--- config.mk ---
export PLATFORM = sky130hd
export DESIGN_NAME = btlpm_ctrl
export DESIGN_NICKNAME = d
export VERILOG_FILES = /design/src/rtl/btlpm_pkg.sv /design/src/rtl/btlpm_ctrl.sv
export SDC_FILE = /design/constraint.sdc
export NUM_CORES = 1
export LEC_CHECK = 0
export BUFFER_PORTS_ARGS = -buffer_cell sky130_fd_sc_hd__buf_2
export CELL_PAD_IN_SITES_DETAIL_PLACEMENT = 1
export CELL_PAD_IN_SITES_GLOBAL_PLACEMENT = 2
export CORE_AREA = 2 2 45 47
export DETAILED_ROUTE_END_ITERATION = 6
export DIE_AREA = 0 0 47 49
export PLACE_DENSITY_LB_ADDON = 0.15
export SETUP_SLACK_MARGIN = 0.2
export SLEW_MARGIN = 20
export SYNTH_ARGS = -nofsm -noshare
export SYNTH_HDL_FRONTEND = slang
export SYNTH_SLANG_ARGS = --single-unit
--- constraint.sdc ---
create_clock -name i_clk -period 1.4 [get_ports i_clk]
set_input_delay 0.14 -clock i_clk [delete_from_list [all_inputs] [get_ports i_clk]]
set_output_delay 0.14 -clock i_clk [all_outputs]
set_load 0.02 [all_outputs]
--- src/rtl/btlpm_pkg.sv ---
// ----------------------------------------------------------------------------
// btlpm_pkg
// Shared constants and controller/datapath interface types for the binary
// trie longest-prefix-match block.
// ----------------------------------------------------------------------------
package btlpm_pkg;

    localparam int ADDR_W    = 32;
    localparam int LEN_W     = 6;
    localparam int ID_PORT_W = 16;
    localparam int WIDE_W    = 32;

    localparam logic [LEN_W-1:0] MAX_LEN = 6'd32;

    localparam logic MODE_INSERT = 1'b0;
    localparam logic MODE_LOOKUP = 1'b1;

    localparam logic STATUS_OK   = 1'b0;
    localparam logic STATUS_FULL = 1'b1;

    typedef struct packed {
        logic load;
        logic scan;
        logic descend;
        logic set_id;
        logic link_new;
        logic fill_link;
        logic fill_id;
        logic fill_empty;
        logic set_full;
        logic emit;
    } t_dp_cmd;

    typedef struct packed {
        logic lookup;
        logic at_end;
        logic child_zero;
        logic pool_full;
        logic out_free;
    } t_dp_status;

endpackage

--- src/rtl/btlpm_ctrl.sv ---
// ----------------------------------------------------------------------------
// btlpm_ctrl
// Sequencer for the trie walk: one trie level per cycle, then allocation of
// fresh nodes for an insert, then hand-off of the result beat.
// ----------------------------------------------------------------------------
module btlpm_ctrl (
    input  logic                  i_clk,
    input  logic                  i_rst_n,
    input  logic                  i_in_valid,
    output logic                  o_in_ready,
    input  btlpm_pkg::t_dp_status i_stat,
    output btlpm_pkg::t_dp_cmd    o_cmd
);

    typedef enum logic [3:0] {
        S_IDLE  = 4'b0001,
        S_WALK  = 4'b0010,
        S_ALLOC = 4'b0100,
        S_DONE  = 4'b1000
    } t_state;

    t_state r_state;
    t_state n_state;

    always_ff @(posedge i_clk) begin
        if (!i_rst_n) begin
            r_state <= S_IDLE;
        end else begin
            r_state <= n_state;
        end
    end

    always_comb begin
        n_state = r_state;
        o_cmd   = '0;
        unique case (r_state)
            S_IDLE: begin
                if (i_in_valid) begin
                    o_cmd.load = 1'b1;
                    n_state    = S_WALK;
                end
            end
            S_WALK: begin
                if (i_stat.lookup) begin
                    o_cmd.scan = 1'b1;
                    if (i_stat.at_end || i_stat.child_zero) begin
                        n_state = S_DONE;
                    end else begin
                        o_cmd.descend = 1'b1;
                    end
                end else if (i_stat.at_end) begin
                    o_cmd.set_id = 1'b1;
                    n_state      = S_DONE;
                end else if (!i_stat.child_zero) begin
                    o_cmd.descend = 1'b1;
                end else if (i_stat.pool_full) begin
                    o_cmd.set_full = 1'b1;
                    n_state        = S_DONE;
                end else begin
                    o_cmd.link_new = 1'b1;
                    n_state        = S_ALLOC;
                end
            end
            S_ALLOC: begin
                if (i_stat.at_end) begin
                    o_cmd.fill_id = 1'b1;
                    n_state       = S_DONE;
                end else if (i_stat.pool_full) begin
                    o_cmd.fill_empty = 1'b1;
                    o_cmd.set_full   = 1'b1;
                    n_state          = S_DONE;
                end else begin
                    o_cmd.fill_link = 1'b1;
                end
            end
            S_DONE: begin
                if (i_stat.out_free) begin
                    o_cmd.emit = 1'b1;
                    n_state    = S_IDLE;
                end
            end
            default: begin
                n_state = S_IDLE;
            end
        endcase
    end

    assign o_in_ready = (r_state == S_IDLE);

endmodule

==> metrics.txt <==
status finished, violations left; failing checks setup timing; # IOs 19; flops & latches, synth 4; cell taking the most area after synthesis dfxtp_1; Largest stage delay, worst path 0.58 ns; RSZ-0062 raised after global routing yes; clock sink total 4; IO buf count 18; Crit path max-delay family simple AND/OR/NAND/NOR gates; Hold Crit Class primary input to flop; Post-layout nets 89; Leak 0.358 nW; initial antenna violation count 0; Final Cycle Share 125%; DRC Markers 0; Final Slew Violations 0; CP bufs+invs 1; routability cong. 0.700; placed inst area 559 sq um; CP required 1.26 ns; max_slew headroom 82.4%; CTS Buf Count 3; via count 470; Cells after Synth 37; GRT Total Usage 13.1%; floorplan row count 16; pwr/cell area 596 nW/um^2; CTS tree done; initial core utilization 17.9%; DR iter-0 viols 2; Max Clk Rate 573 MHz; Synthesized Nets 45; Hold Vio Cnt, Final 0; Crit Path Category flop to output port; WL per Instance 13.8 um; Largest Register r_state; internal power 342 uW; Core Box Area 1840 sq um; Final HPWL DP 897 um; Pre-antenna DRT Iters 2; Routed Antenna Nets 0; Vias/cell 4.43; Fill cells 220; largest buffer count on any clock path 2; Place WS -0.165 ns; largest net degree at the start of global routing 7; WP data arrival 1.60 ns; combinational power share 44.2%; worst setup margin -0.345 ns; max reg flops 4; crit path launch type flop; DIE AREA 2300 sq um; Hold Buf Count CTS 0; Max-Cap Viols 0; Congestion Overflow GR 0; Critical Path End Type output port; worst vdd ir 0.541 mV; Tightest Pin Transition 0.261 ns; Synth top area share 24.3%; Worst-Skew Late Latency 0.24 ns; Clock Tree Root clkbuf_4; Seq pwr share 26.0%; first-pass GRT wire length 2150 um; clock transition at the registers of the reported paths 0.04 ns; register area share after synthesis 24.3%; power share of the clock group 29.8%; fin area 847 sq um; Psw 163 uW; Distinct cells, synth 21; sw frac 32.3%; die height 49 um; Die Width 47 um; CP cell instances or4b_4 -> nor2_4 -> nand2_4 -> nor3_2 -> buf_4; H-tree levels 1; fraction of layout cells with a size suffix above 1 82.3%; Routed Wire Length 1460 um; Largest regs r_state: 4 flops; top cells by area, synth dfxtp_1 (24%), nor4b_1 (11%), a2111oi_4 (8.4%); vias in the first global route 478; Synth Cell Area 329 sq um; Ys Warns 0; critical path fanouts, max 3; area grow syn2layout 157%; Ant. Diodes 0; fin crit period 1.74 ns; Setup-failing EPs final 13; Slowest cell on crit path or4b_4; Layout Skew 0.00778 ns; Syn Area/Cell 8.89 sq um
-- per-stage QoR --
step	total power [mW]	cells	hold slack, ns	util, %	TNS, ns
floorplan	0.189	37	0.208	-	-0.810
global placement	0.257	91	0.376	30.4	-0.609
detailed placement	0.256	91	0.386	30.4	-0.714
CTS	0.471	101	0.140	40.8	-2.84
global route	0.535	106	0.147	46.0	-3.82
finish	0.505	106	0.154	46.0	-2.99
-- cells in the mapped netlist --
| cell type | instances |
|---|---|
| nand2_2 | 1 |
| nor2_2 | 1 |
| nor4_1 | 1 |
| and2_1 | 2 |
| a2111oi_4 | 1 |
| nor2_1 | 2 |
| nor3_2 | 1 |
| nor3b_1 | 1 |
| a21oi_1 | 2 |
| nor3_4 | 1 |
| nand2b_1 | 1 |
| o221a_1 | 1 |
| o31ai_1 | 1 |
| o21ai_0 | 1 |
| or4b_4 | 2 |
| nor3_1 | 4 |
| o21a_1 | 1 |
| nor4b_1 | 4 |
| dfxtp_1 | 4 |
| nand2_1 | 2 |
| inv_1 | 3 |
-- path summary, 6_finish.rpt --
check	cells past startpoint	endpoint	start	slack (ns)
setup / recovery	5	o_cmd[5]	r_state[0]	-0.34
hold / removal	2	r_state[0]	i_rst_n	0.15
setup reg to reg	6	r_state[2]	r_state[0]	-0.31
hold reg to reg	3	r_state[2]	r_state[0]	0.70
-- logic make-up (layout without fill, tap and decap cells) --
logic type,count (synthesis),in the layout,synth area share [%]
flops,4,4,24.3
buf+inv,3,45,3.42
simple gates,23,23,51.3
compound gates,7,7,20.9
-- final cells by class --
cell class,count,area [sq um],area share [%]
Sequential cell,4,85.1,10.0
Inverter,3,11.3,1.33
Tap cell,27,33.8,3.99
Timing Repair Buffer,39,337,39.7
Clock buffer,3,22.5,2.66
Multi-Input combinational cell,30,358,42.2
-- placed cells by master, fill, tap and decap left out, drive strengths merged, types with 2 or more instances in the layout --
| master | instances |
|---|---|
| buf | 39 |
| nor3 | 6 |
| dfxtp | 4 |
| nor4b | 4 |
| inv | 3 |
| clkbuf | 3 |
| nand2 | 3 |
| nor2 | 3 |
| or4b | 2 |
| a21oi | 2 |
| and2 | 2 |
-- layer usage --
metal  vias to the layer above  track usage (%)  wire length (um)
met5                         -                0                 0
met4                         0             3.70                40
met3                         4             5.93                63
met2                        20             20.3               816
met1                       220             16.1               543
li1                        226                -                 -
-- power groups by stage --
stage	Sequential [mW]	Combinational [mW]	Clock, mW
floorplan	0.136	0.0530	0
global placement	0.133	0.124	0
detailed placement	0.133	0.122	0
CTS	0.131	0.184	0.156
global route	0.131	0.238	0.166
finish	0.131	0.223	0.151
-- repair_timing --
| action | in CTS | in global routing |
|---|---|---|
| pin swaps | 8 | 11 |
| buffers inserted | 7 | 5 |
| resized for setup | 30 | 11 |
| setup endpoints to repair | 15 | 15 |
-- worst reg2reg max path, cell delays in order, from the launching register on --
cell and delay (ns):
dfxtp_2 0.32, or4b_4 0.58, nor2_4 0.14, nand2_4 0.07, buf_4 0.13, buf_6 0.11, a2111oi_4 0.27
Power figures use the tool's default switching activity.
